## config.mk

```make
export PLATFORM = sky130hd
export DESIGN_NAME = gbn_sender_fast_retransmit_unit
export DESIGN_NICKNAME = d
export VERILOG_FILES = /design/src/sv/gbnfr_pkg.sv /design/src/sv/gbnfr_apb_regs.sv /design/src/sv/gbn_sender_fast_retransmit_unit.sv
export SDC_FILE = /design/constraint.sdc
export NUM_CORES = 1
export LEC_CHECK = 0
export BUFFER_PORTS_ARGS = -buffer_cell sky130_fd_sc_hd__buf_2
export CAP_MARGIN = 25
export CORE_AREA = 8 8 216 156
export DETAILED_ROUTE_END_ITERATION = 12
export DIE_AREA = 0 0 224 164
export HOLD_SLACK_MARGIN = 0.06
export PLACE_DENSITY_LB_ADDON = 0.1
export SKIP_CTS_REPAIR_TIMING = 1
export SLEW_MARGIN = 10
export SYNTH_ARGS = -nofsm -noshare
export SYNTH_HDL_FRONTEND = slang
export SYNTH_SLANG_ARGS = --single-unit
```

## constraint.sdc

```tcl
create_clock -name clk -period 7 [get_ports clk]
set_input_delay 0.35 -clock clk [delete_from_list [all_inputs] [get_ports clk]]
set_output_delay 0.35 -clock clk [all_outputs]
set_load 0.05 [all_outputs]
```

## src/sv/gbnfr_pkg.sv

```systemverilog
// Package: types and codes shared by the Go-Back-N sender and its register block.
package gbnfr_pkg;

  // Event kinds carried in the op field
  localparam logic [1:0] OP_SEND    = 2'd0;
  localparam logic [1:0] OP_ACK     = 2'd1;
  localparam logic [1:0] OP_TIMEOUT = 2'd2;

  // Event codes reported with each result
  localparam logic [2:0] EV_SENT     = 3'd0;
  localparam logic [2:0] EV_REFUSED  = 3'd1;
  localparam logic [2:0] EV_ACKED    = 3'd2;
  localparam logic [2:0] EV_BAD_CSUM = 3'd3;
  localparam logic [2:0] EV_DUP      = 3'd4;
  localparam logic [2:0] EV_FAST_RTX = 3'd5;
  localparam logic [2:0] EV_IGNORED  = 3'd6;

  // Configuration register map
  localparam int unsigned APB_ADDR_W = 3;
  localparam logic        REG_DUP_THRESHOLD = 1'b0;
  localparam logic [3:0]  DUP_THRESHOLD_RST = 4'd3;

  typedef struct packed {
    logic [1:0]  op;
    logic [31:0] payload;
    logic [7:0]  ack_num;
    logic        ack_checksum_ok;
    logic [7:0]  expired_seq;
  } req_t;

  typedef struct packed {
    logic        accepted;
    logic        window_full;
    logic [2:0]  event_code;
    logic        tx_valid;
    logic [7:0]  tx_seq;
    logic [31:0] tx_payload;
    logic        timer_stop;
    logic [7:0]  timer_stop_seq;
    logic        timer_start;
    logic [7:0]  timer_start_seq;
  } rsp_t;

endpackage

```

## src/sv/gbnfr_apb_regs.sv

```systemverilog
// APB register block holding the duplicate-ack threshold.
module gbnfr_apb_regs
  import gbnfr_pkg::*;
(
  input  logic                  clk,
  input  logic                  rst,
  input  logic                  psel,
  input  logic                  penable,
  input  logic                  pwrite,
  input  logic [APB_ADDR_W-1:0] paddr,
  input  logic [31:0]           pwdata,
  output logic [31:0]           prdata,
  output logic                  pready,
  output logic [3:0]            dup_threshold
);

  logic wr_en;

  // Write completes in the access phase; no wait states
  assign pready = 1'b1;
  assign wr_en  = psel && penable && pwrite && pready;

  // Hold the threshold register
  always_ff @(posedge clk) begin
    if (rst) begin
      dup_threshold <= DUP_THRESHOLD_RST;
    end else if (wr_en && (paddr[2] == REG_DUP_THRESHOLD)) begin
      dup_threshold <= pwdata[3:0];
    end
  end

  // Return the register on reads, zero elsewhere
  always_comb begin
    prdata = 32'd0;
    if (paddr[2] == REG_DUP_THRESHOLD) begin
      prdata = {28'd0, dup_threshold};
    end
  end

endmodule

```

## src/sv/gbn_sender_fast_retransmit_unit.sv

```systemverilog
// Top level: Go-Back-N sender with fast retransmit, packet store and event engine.
//
// Each event word is accepted when start is high and busy is low. The block
// then holds busy high while it reads the oldest stored packet from the
// synchronous packet store and updates the window; the result word appears
// on rsp with done high for exactly one cycle, the cycle after that. The
// block cannot take a new event while busy is high, and a new event may be
// accepted in the same cycle that the previous result is presented. The
// receiver cannot stall results: each one is valid only while done is high.
// Sequence numbers wrap modulo 2^SEQ_BITS; ports carry the low 8 bits. The
// user must see that the threshold register is written only while no event
// is in flight; the block itself does not enforce this.
module gbn_sender_fast_retransmit_unit
  import gbnfr_pkg::*;
#(
  parameter int WINDOW   = 4,
  parameter int SEQ_BITS = 8
) (
  input  logic                  clk,
  input  logic                  rst,
  input  logic                  start,
  output logic                  busy,
  input  req_t                  req,
  output logic                  done,
  output rsp_t                  rsp,
  input  logic                  psel,
  input  logic                  penable,
  input  logic                  pwrite,
  input  logic [APB_ADDR_W-1:0] paddr,
  input  logic [31:0]           pwdata,
  output logic [31:0]           prdata,
  output logic                  pready
);

  localparam int SEQ_MAX = (1 << SEQ_BITS) - 1;
  localparam int EFF_WIN = (WINDOW < SEQ_MAX) ? WINDOW : SEQ_MAX;
  localparam int IDX_W   = (WINDOW > 1) ? $clog2(WINDOW) : 1;

  localparam logic ST_IDLE = 1'b0;
  localparam logic ST_EXEC = 1'b1;

  logic                state;
  logic [3:0]          dup_threshold;
  req_t                req_q;
  logic [SEQ_BITS-1:0] base_seq, base_seq_next;
  logic [SEQ_BITS-1:0] next_seq, next_seq_next;
  logic [3:0]          dup_count, dup_count_next;
  logic [IDX_W-1:0]    head_idx, head_idx_next;
  logic [31:0]         packet_store [WINDOW];
  logic [31:0]         rd_data;
  logic                accept;
  logic                wr_en;
  logic [IDX_W-1:0]    wr_idx;
  rsp_t                rsp_next;

  logic [SEQ_BITS-1:0] cnt, cnt_next, ack_dist, ack_seq, exp_seq, base_after;
  logic [IDX_W:0]      wr_sum, head_sum;
  logic [3:0]          dup_inc;

  gbnfr_apb_regs u_regs (
    .clk           (clk),
    .rst           (rst),
    .psel          (psel),
    .penable       (penable),
    .pwrite        (pwrite),
    .paddr         (paddr),
    .pwdata        (pwdata),
    .prdata        (prdata),
    .pready        (pready),
    .dup_threshold (dup_threshold)
  );

  assign busy   = (state == ST_EXEC);
  assign accept = start && !busy;

  // Control state and window pointers
  always_ff @(posedge clk) begin
    if (rst) begin
      state     <= ST_IDLE;
      base_seq  <= '0;
      next_seq  <= '0;
      dup_count <= '0;
      head_idx  <= '0;
      done      <= 1'b0;
    end else begin
      done <= busy;
      if (accept) begin
        state <= ST_EXEC;
      end else if (busy) begin
        state     <= ST_IDLE;
        base_seq  <= base_seq_next;
        next_seq  <= next_seq_next;
        dup_count <= dup_count_next;
        head_idx  <= head_idx_next;
      end
    end
  end

  // Capture the event word and the result word
  always_ff @(posedge clk) begin
    if (accept) begin
      req_q <= req;
    end
    if (busy) begin
      rsp <= rsp_next;
    end
  end

  // Packet store: read the oldest entry on accept, write new payload in execute
  always_ff @(posedge clk) begin
    if (accept) begin
      rd_data <= packet_store[head_idx];
    end
    if (wr_en) begin
      packet_store[wr_idx] <= req_q.payload;
    end
  end

  // Ring index arithmetic, both sums stay below twice the window where their results are used
  always_comb begin
    wr_sum   = {1'b0, head_idx} + (IDX_W + 1)'(cnt);
    head_sum = {1'b0, head_idx} + (IDX_W + 1)'(ack_dist) + (IDX_W + 1)'(1);
    if (wr_sum >= (IDX_W + 1)'(WINDOW)) begin
      wr_sum = wr_sum - (IDX_W + 1)'(WINDOW);
    end
    if (head_sum >= (IDX_W + 1)'(WINDOW)) begin
      head_sum = head_sum - (IDX_W + 1)'(WINDOW);
    end
    wr_idx = IDX_W'(wr_sum);
  end

  // Event handling
  always_comb begin
    cnt        = next_seq - base_seq;
    ack_seq    = SEQ_BITS'(req_q.ack_num);
    exp_seq    = SEQ_BITS'(req_q.expired_seq);
    ack_dist   = ack_seq - base_seq;
    base_after = ack_seq + SEQ_BITS'(1);
    dup_inc    = (dup_count == 4'd15) ? dup_count : dup_count + 4'd1;

    base_seq_next  = base_seq;
    next_seq_next  = next_seq;
    dup_count_next = dup_count;
    head_idx_next  = head_idx;
    wr_en          = 1'b0;
    rsp_next       = '0;
    rsp_next.event_code = EV_IGNORED;

    case (req_q.op)
      OP_SEND: begin
        if (cnt >= SEQ_BITS'(EFF_WIN)) begin
          rsp_next.event_code = EV_REFUSED;
        end else begin
          wr_en               = busy;
          rsp_next.accepted   = 1'b1;
          rsp_next.event_code = EV_SENT;
          rsp_next.tx_valid   = 1'b1;
          rsp_next.tx_seq     = 8'(next_seq);
          rsp_next.tx_payload = req_q.payload;
          if (cnt == '0) begin
            rsp_next.timer_start     = 1'b1;
            rsp_next.timer_start_seq = 8'(base_seq);
          end
          next_seq_next = next_seq + SEQ_BITS'(1);
        end
      end
      OP_ACK: begin
        if (cnt != '0) begin
          if (!req_q.ack_checksum_ok) begin
            rsp_next.event_code = EV_BAD_CSUM;
          end else if (ack_dist < cnt) begin
            rsp_next.event_code     = EV_ACKED;
            rsp_next.timer_stop     = 1'b1;
            rsp_next.timer_stop_seq = 8'(base_seq);
            base_seq_next  = base_after;
            head_idx_next  = IDX_W'(head_sum);
            dup_count_next = '0;
            if (base_after != next_seq) begin
              rsp_next.timer_start     = 1'b1;
              rsp_next.timer_start_seq = 8'(base_after);
            end
          end else if (dup_inc >= dup_threshold) begin
            dup_count_next           = '0;
            rsp_next.event_code      = EV_FAST_RTX;
            rsp_next.timer_stop      = 1'b1;
            rsp_next.timer_stop_seq  = 8'(base_seq);
            rsp_next.timer_start     = 1'b1;
            rsp_next.timer_start_seq = 8'(base_seq);
            rsp_next.tx_valid        = 1'b1;
            rsp_next.tx_seq          = 8'(base_seq);
            rsp_next.tx_payload      = rd_data;
          end else begin
            dup_count_next      = dup_inc;
            rsp_next.event_code = EV_DUP;
          end
        end
      end
      OP_TIMEOUT: begin
        rsp_next.timer_stop     = 1'b1;
        rsp_next.timer_stop_seq = 8'(exp_seq);
        if (cnt != '0) begin
          rsp_next.timer_start     = 1'b1;
          rsp_next.timer_start_seq = 8'(base_seq);
          rsp_next.tx_valid        = 1'b1;
          rsp_next.tx_seq          = 8'(base_seq);
          rsp_next.tx_payload      = rd_data;
        end
      end
      default: begin
        rsp_next.event_code = EV_IGNORED;
      end
    endcase

    cnt_next = next_seq_next - base_seq_next;
    rsp_next.window_full = (cnt_next >= SEQ_BITS'(EFF_WIN));
  end

  // A result word is always preceded by an execute cycle
  a_done_after_exec: assert property (@(posedge clk) disable iff (rst)
    done |-> $past(busy))
    else $error("result strobe without a preceding execute cycle");

  // Execute lasts a single cycle
  a_exec_one_cycle: assert property (@(posedge clk) disable iff (rst)
    busy |=> !busy)
    else $error("execute state held for more than one cycle");

  // Outstanding count never exceeds the effective window
  a_window_bound: assert property (@(posedge clk) disable iff (rst)
    (next_seq - base_seq) <= SEQ_BITS'(EFF_WIN))
    else $error("outstanding packets exceed the window");

  // An accepted send always transmits and reports sent
  a_send_tx: assert property (@(posedge clk) disable iff (rst)
    done && rsp.accepted |-> rsp.tx_valid && (rsp.event_code == EV_SENT))
    else $error("accepted send without transmission");

  // The store is written only during execute
  a_write_in_exec: assert property (@(posedge clk) disable iff (rst)
    wr_en |-> busy)
    else $error("packet store written outside execute");

endmodule
```

==> qor.txt, run 1 <==
hold depth = 3
ys flop type = edfxtp_1
Final period util = 0.904
total power = 4.12 mW
H-tree levels = 1
WL/cell = 21.0 µm
CP endpoint kind = flop
Final nets = 1237
Crit path depth = 23
Vias = 8063
static leakage = 5.74 nW
Core Area = 30500 µm²
Synth Area in Compound Gates = 0.0908
Placer Congestion = 0.916
post-synthesis mux area share = 0.0659
critical-path cell list = inv_1 > ha_1 > nor2b_4 > o31ai_1 > a21bo_2 > ha_1 > nand2_1 > o21ai_0 > nor3_2 > o311ai_4 > nor3_4 > buf_4 > mux2i_1 > ha_1 > nor2b_1 > o21ai_0 > nor2b_1 > nor3_1 > nand4_1 > o221ai_1 > nor4b_1 > nor3_1 > nand4b_1
Clock Sink Count = 303
# IOs = 191
commonest non-fill, non-tap cell in the layout = edfxtp_1
Crit Path Class = reg2reg
Die Y = 164 µm
PD cells = 257 nW/µm²
CP dominant cell by count = ha_1
Async SR Flop Fraction = 0
antenna violations before repair = 0
setup_tns = 0 ps
most frequent cells in the layout = edfxtp_1, buf_2, nor2_1, dlygate4sd3_1, a22oi_1
Synth area leader = edfxtp_1
Netlist cell types = 77
min Tclk post-route = 6330 ps
crit path launch = base_seq[2]$_SDFFE_PP0P_
main area contributors after synthesis = edfxtp_1, mux4_2, dfxtp_1
Data required, critical path = 7280 ps
Worst Skew = 8.95 ps
CTS root buffer = clkbuf_16
FF-to-FF Start = base_seq[2]$_SDFFE_PP0P_
GRT Residual Overflow = 0
worst rel slew slack = 0.338
total wire length = 32500 µm
share of the synthesized area in the top cell type = 0.614
layout cells sized above 1 = 0.242
post-synthesis simple-gate area fraction = 0.0773
main combinational cell family by area after synthesis = compound AO/OA/AOI/OAI gates
clk_lat worst skew = 550 ps
Worst path slowest cell = o311ai_4
CTS Buf Count = 30
Fill cells = 2563
Worst Tran Pin Value = 994 ps
Crit Path Max Fanout = 9
status = complete, no violations
buffers plus inverters on the worst setup path = 2
Fmax achieved = 158 MHz
slowest stage delay, CP = 590 ps
Worst setup SP type = flop
post-synthesis sequential area ratio = 0.656
1st-pass router iterations = 5
Top Family by Delay on Critical Path = compound AO/OA/AOI/OAI gates
EDFF count, synth = 275
Synth Area in Adders = 0.0417
Final Max Tran Viols = 0
Initial Util = 0.441
Clk pin slew, worst setup/hold paths = 60 ps
port bufs = 131
clk buf depth = 3
min-delay src = pwdata[2]
Yosys warnings = 0
vias in the first global route = 7911
vias per cell = 5.22
CTS tree = yes
gate count of the mapped netlist = 910
RSZ-0062 raised after global routing = false
Post-DP HPWL = 21100 µm
xor and xnor fraction of the mapped netlist area = 0.0301
R2R depth = 23
Synth-to-Final Area Change = 19.0%
Die W = 224 µm
die area = 36700 µm²
Tot GR Track Use = 0.171
Peak supply drop = 185 µV
WP data arrival = 6600 ps
Max-cap violations = 0
#FFs+latches synth = 303
Routed Antenna Nets = 0
first-pass GRT wire length = 48600 µm
FP Rows = 54
pin count of the biggest net entering global routing = 57
worst hold path type = in2reg
DRC violations left = 0
mean post-synth cell area = 14.8 µm²
Final Hold Fails = 0
mapped cell area = 13400 µm²
1st-iter DRT viols = 713
final setup vio count = 0
antenna cells = 0
-- worst min-delay path, delay by kind of cell --
kind                   cells  cell delay (ps)
buffers and inverters      1               70
and+or+nand+nor            1               80
muxes                      1               50
-- cell type report --
type,instances,area (µm²),area share
clock buffers,38,802,0.0501
multi-input cells,531,4250,0.266
repair buffers,203,1330,0.0829
well taps,420,526,0.0329
inverters,33,124,0.00774
clock inverters,18,141,0.00884
flip-flops and latches,303,8820,0.552
-- registers in the layout, summed over array words and instances (netlist names) --
signal and flops:
exp_seq 8, head_idx 2, base_seq 8, next_seq 8, rd_data 32, req_q 35, done 1, dup_count 4
busy 1, u_regs.dup_threshold 4, rsp 64, packet_store 128, ack_seq 8
-- through the flow --
step                      worst slack (ps)  hold WS, ps  utilization  instance area (µm²)  instances
after CTS                              778        -58.1        0.508                15500       1494
after global routing                   151         65.6        0.525                16000       1546
after global placement                 895          445        0.477                14500       1438
after floorplan                       1190          435            -                13500        937
final                                  674         43.6        0.525                16000       1546
after detailed placement               813          451        0.477                14500       1438
-- power by group --
group / internal, mW / switching, mW
clock: 0.884 / 0.672
sequential: 2.04 / 0.0376
combinational: 0.152 / 0.334
total: 3.07 / 1.04
-- routing by layer --
layer,vias up,track usage,wire length (µm)
met4,0,0.0299,407
met1,4013,0.262,16400
li1,3794,-,-
met2,218,0.250,13900
met3,38,0.0346,1700
met5,-,0,0
-- logic make-up (layout without fill, tap and decap cells) --
| kind of cell | Yosys count | after routing |
|---|---|---|
| compound gates | 152 | 152 |
| xor+xnor | 44 | 44 |
| other cells | 2 | 29 |
| fa+ha+maj | 43 | 43 |
| mux | 48 | 48 |
| buf+inv | 103 | 292 |
| simple gates | 215 | 215 |
| flops | 303 | 303 |
-- Yosys cell counts (3+ instances only) --
cell      instances
a21o_1            5
buf_4            29
nor4_1            7
nand2_1          29
o31ai_1           5
o21a_1            5
and3_1            3
o211ai_1          4
a21oi_1          19
inv_1            33
xnor2_1          26
nand2b_1          7
or3_1             3
buf_1             7
nor3_1            7
nor2b_1          18
nor2_1          103
ha_1             40
nand3_1          15
dfxtp_1          28
a22oi_1          49
edfxtp_1        275
a211oi_1          5
fa_1              3
o21ai_0          16
clkbuf_1         31
mux4_2           32
a22oi_2           7
xor2_1           17
nand4_1           6
mux2i_1          12
mux2_2            4
-- path summary, 6_finish.rpt --
| path | to | slack (ps) |
|---|---|---|
| worst min-delay path | u_regs.dup_threshold[2]$_SDFFE_PP0P_ | 40 |
| worst min register to register | u_regs.dup_threshold[1]$_SDFFE_PP1P_ | 460 |
| worst max register to register | rsp[62]$_DFFE_PP_ | 670 |
| worst max-delay path | rsp[62]$_DFFE_PP_ | 670 |
(Power assumes the default switching activity.)
==> run 2: changes to the inputs <==
--- a/config.mk
+++ b/config.mk
@@ -6,12 +6,13 @@
 export NUM_CORES = 1
 export LEC_CHECK = 0
 export BUFFER_PORTS_ARGS = -buffer_cell sky130_fd_sc_hd__buf_2
-export CAP_MARGIN = 25
 export CORE_AREA = 8 8 216 156
 export DETAILED_ROUTE_END_ITERATION = 12
 export DIE_AREA = 0 0 224 164
 export HOLD_SLACK_MARGIN = 0.06
 export PLACE_DENSITY_LB_ADDON = 0.1
+export RECOVER_POWER = 50
+export REMOVE_ABC_BUFFERS = 1
 export SKIP_CTS_REPAIR_TIMING = 1
 export SLEW_MARGIN = 10
 export SYNTH_ARGS = -nofsm -noshare
==> run 2 against run 1 <==
The flow now finishes with violations (capacitance limit, slew limit); clock power rose by 6%; largest power group unchanged; largest cell class unchanged; critical path type unchanged; critical path depth up 1; critical endpoint unchanged; utilization fell by 0.33 points.
==> qor.txt, run 2 (synthesis gave the netlist of run 1 again) <==
status = finished with violations
violated checks = capacitance limit, slew limit
final setup vio count = 0 (unchanged)
Clock Sink Count = 303 (unchanged)
commonest non-fill, non-tap cell in the layout = edfxtp_1
min-delay src = pwdata[2]
hold_ws = 39.6 ps (-3.99 ps)
PnR worst setup slack = 690 ps (+15.8 ps)
most frequent cells in the layout = edfxtp_1, nor2_1, clkbuf_1, dlygate4sd3_1, buf_2
Final Max Tran Viols = 121 (+121)
Crit Path Class = reg2reg
Die Y = 164 µm (unchanged)
min Tclk post-route = 6310 ps (-15.8 ps)
clk_lat worst skew = 560 ps (about the same)
Core Area = 30500 µm² (unchanged)
Placer Congestion = 0.847 (-7.6%)
Multi-input gate area = 4250 µm² (unchanged)
port bufs = 131 (unchanged)
Final period util = 0.901 (-0.00226)
pre-CTS WS = 815 ps (+1.71 ps)
Final Hold Fails = 0 (unchanged)
WP data arrival = 6600 ps (about the same)
vias per cell = 5.26 (+0.92%)
worst hold path type = in2reg
biggest regs = packet_store: 128 flops, rsp: 64 flops, req_q: 35 flops
first-pass GRT wire length = 47700 µm (-1.7%)
antenna cells = 0 (unchanged)
Final nets = 1228 (-0.73%)
vias in the first global route = 7816 (-1.2%)
Final Instance Area = 15900 µm² (-0.63%)
Initial Util = 0.441 (unchanged)
die area = 36700 µm² (unchanged)
most flop-heavy register = packet_store
hold path endpoint = u_regs.dup_threshold[2]$_SDFFE_PP0P_
total power = 4.21 mW (+2.4%)
DRC violations left = 0 (unchanged)
static leakage = 5.47 nW (-4.6%)
hold depth = 3 (unchanged)
total wire length = 31800 µm (-2.1%)
Peak supply drop = 275 µV (+49%)
Post-DP HPWL = 20300 µm (-4.0%)
1st-pass router iterations = 5 (unchanged)
1st-iter DRT viols = 553 (-22%)
Worst Skew = 9.76 ps (+0.813 ps)
Data required, critical path = 7290 ps (about the same)
clk buf depth = 3 (unchanged)
Routed Antenna Nets = 0 (unchanged)
worst rel slew slack = -1.01 (-1.35)
max reg flops = 128 (unchanged)
Placed Cells = 1429 (-0.63%)
CTS tree = yes
setup_tns = 0 ps (unchanged)
FF-to-FF Start = base_seq[1]$_SDFFE_PP0P_
antenna violations before repair = 0 (unchanged)
CTS Buf Count = 30 (unchanged)
layout cells sized above 1 = 0.161 (-0.0801)
Synth-to-Final Area Change = 18.3%
H-tree levels = 1 (unchanged)
GRT Residual Overflow = 0 (unchanged)
Tot GR Track Use = 0.167 (-0.00443)
r2r setup slk = 690 ps (+20 ps)
Worst setup SP type = flop
pin count of the biggest net entering global routing = 52 (-8.8%)
WL/cell = 20.7 µm (-1.4%)
Fmax achieved = 158 MHz (+0.25%)
CP endpoint kind = flop
# IOs = 191 (unchanged)
FP Rows = 54 (unchanged)
Register Area = 8820 µm² (about the same)
Worst Tran Pin Value = 3020 ps (+2020 ps)
Crit Path Max Fanout = 9 (unchanged)
R2R Path End = rsp[62]$_DFFE_PP_
Max-cap violations = 3 (+3)
R2R depth = 24 (+4.3%)
Layout Utilization = 0.522 (-0.00328)
Final Non-Filler Cells = 1535 (-0.71%)
PD cells = 265 nW/µm² (+3.1%)
Die W = 224 µm (unchanged)
RSZ-0062 raised after global routing = false
Vias = 8079 (+0.20%)
Clk pin slew, worst setup/hold paths = 60 ps (about the same)
DP Area = 14500 µm² (-0.47%)
Fill cells = 2598 (+1.4%)
CTS root buffer = clkbuf_16
## run 2: power by group
part           total, mW  switching, mW  internal [mW]
Sequential          2.08         0.0418           2.04
Combinational      0.472          0.328          0.143
Clock               1.66          0.673          0.991
## run 2: critical path, cell delays in order (launching register included)
cell	delay, ps
dfxtp_1	510
inv_1	160
ha_1	310
nor2b_1	170
o31ai_2	390
a32oi_2	240
xor2_4	370
inv_1	180
ha_1	350
a21oi_1	300
o311ai_4	260
nor3_4	210
buf_4	230
mux2i_1	310
ha_1	270
nor2b_1	130
o21ai_0	220
nor2b_1	340
nand2_1	90
nor4_1	210
o31ai_1	100
o31ai_1	80
o31ai_1	130
a221oi_2	320
nand4b_1	140
## run 2: worst max path at each step
| stage | startpoint | end | slack, ps | depth (start not counted) |
|---|---|---|---|---|
| after floorplan | next_seq[0]$_SDFFE_PP0P_ | packet_store[2][0]$_DFFE_PP_ | -700 | 11 |
| after global placement | base_seq[1]$_SDFFE_PP0P_ | rsp[62]$_DFFE_PP_ | 890 | 23 |
| after detailed placement | base_seq[1]$_SDFFE_PP0P_ | rsp[62]$_DFFE_PP_ | 810 | 23 |
| after CTS | base_seq[1]$_SDFFE_PP0P_ | rsp[62]$_DFFE_PP_ | 810 | 23 |
| after global routing | base_seq[1]$_SDFFE_PP0P_ | rsp[62]$_DFFE_PP_ | 190 | 23 |
| final | base_seq[1]$_SDFFE_PP0P_ | rsp[62]$_DFFE_PP_ | 690 | 24 |
## run 2: cell type report
cell class,instances,share of cell area
Clock buffer,35,0.0497
Clock inverter,19,0.0146
Inverter,33,0.00779
Multi-Input combinational cell,531,0.268
Sequential cell,303,0.555
Tap cell,420,0.0331
Timing Repair Buffer,194,0.0724
## run 2: per-layer routing
| layer | vias up | part of all wire | GRT usage |
|---|---|---|---|
| li1 | 3772 | - | - |
| met1 | 4014 | 0.50 | 0.251 |
| met2 | 253 | 0.42 | 0.243 |
| met3 | 40 | 0.067 | 0.0391 |
| met5 | - | 0 | 0 |
| met4 | 0 | 0.017 | 0.0325 |
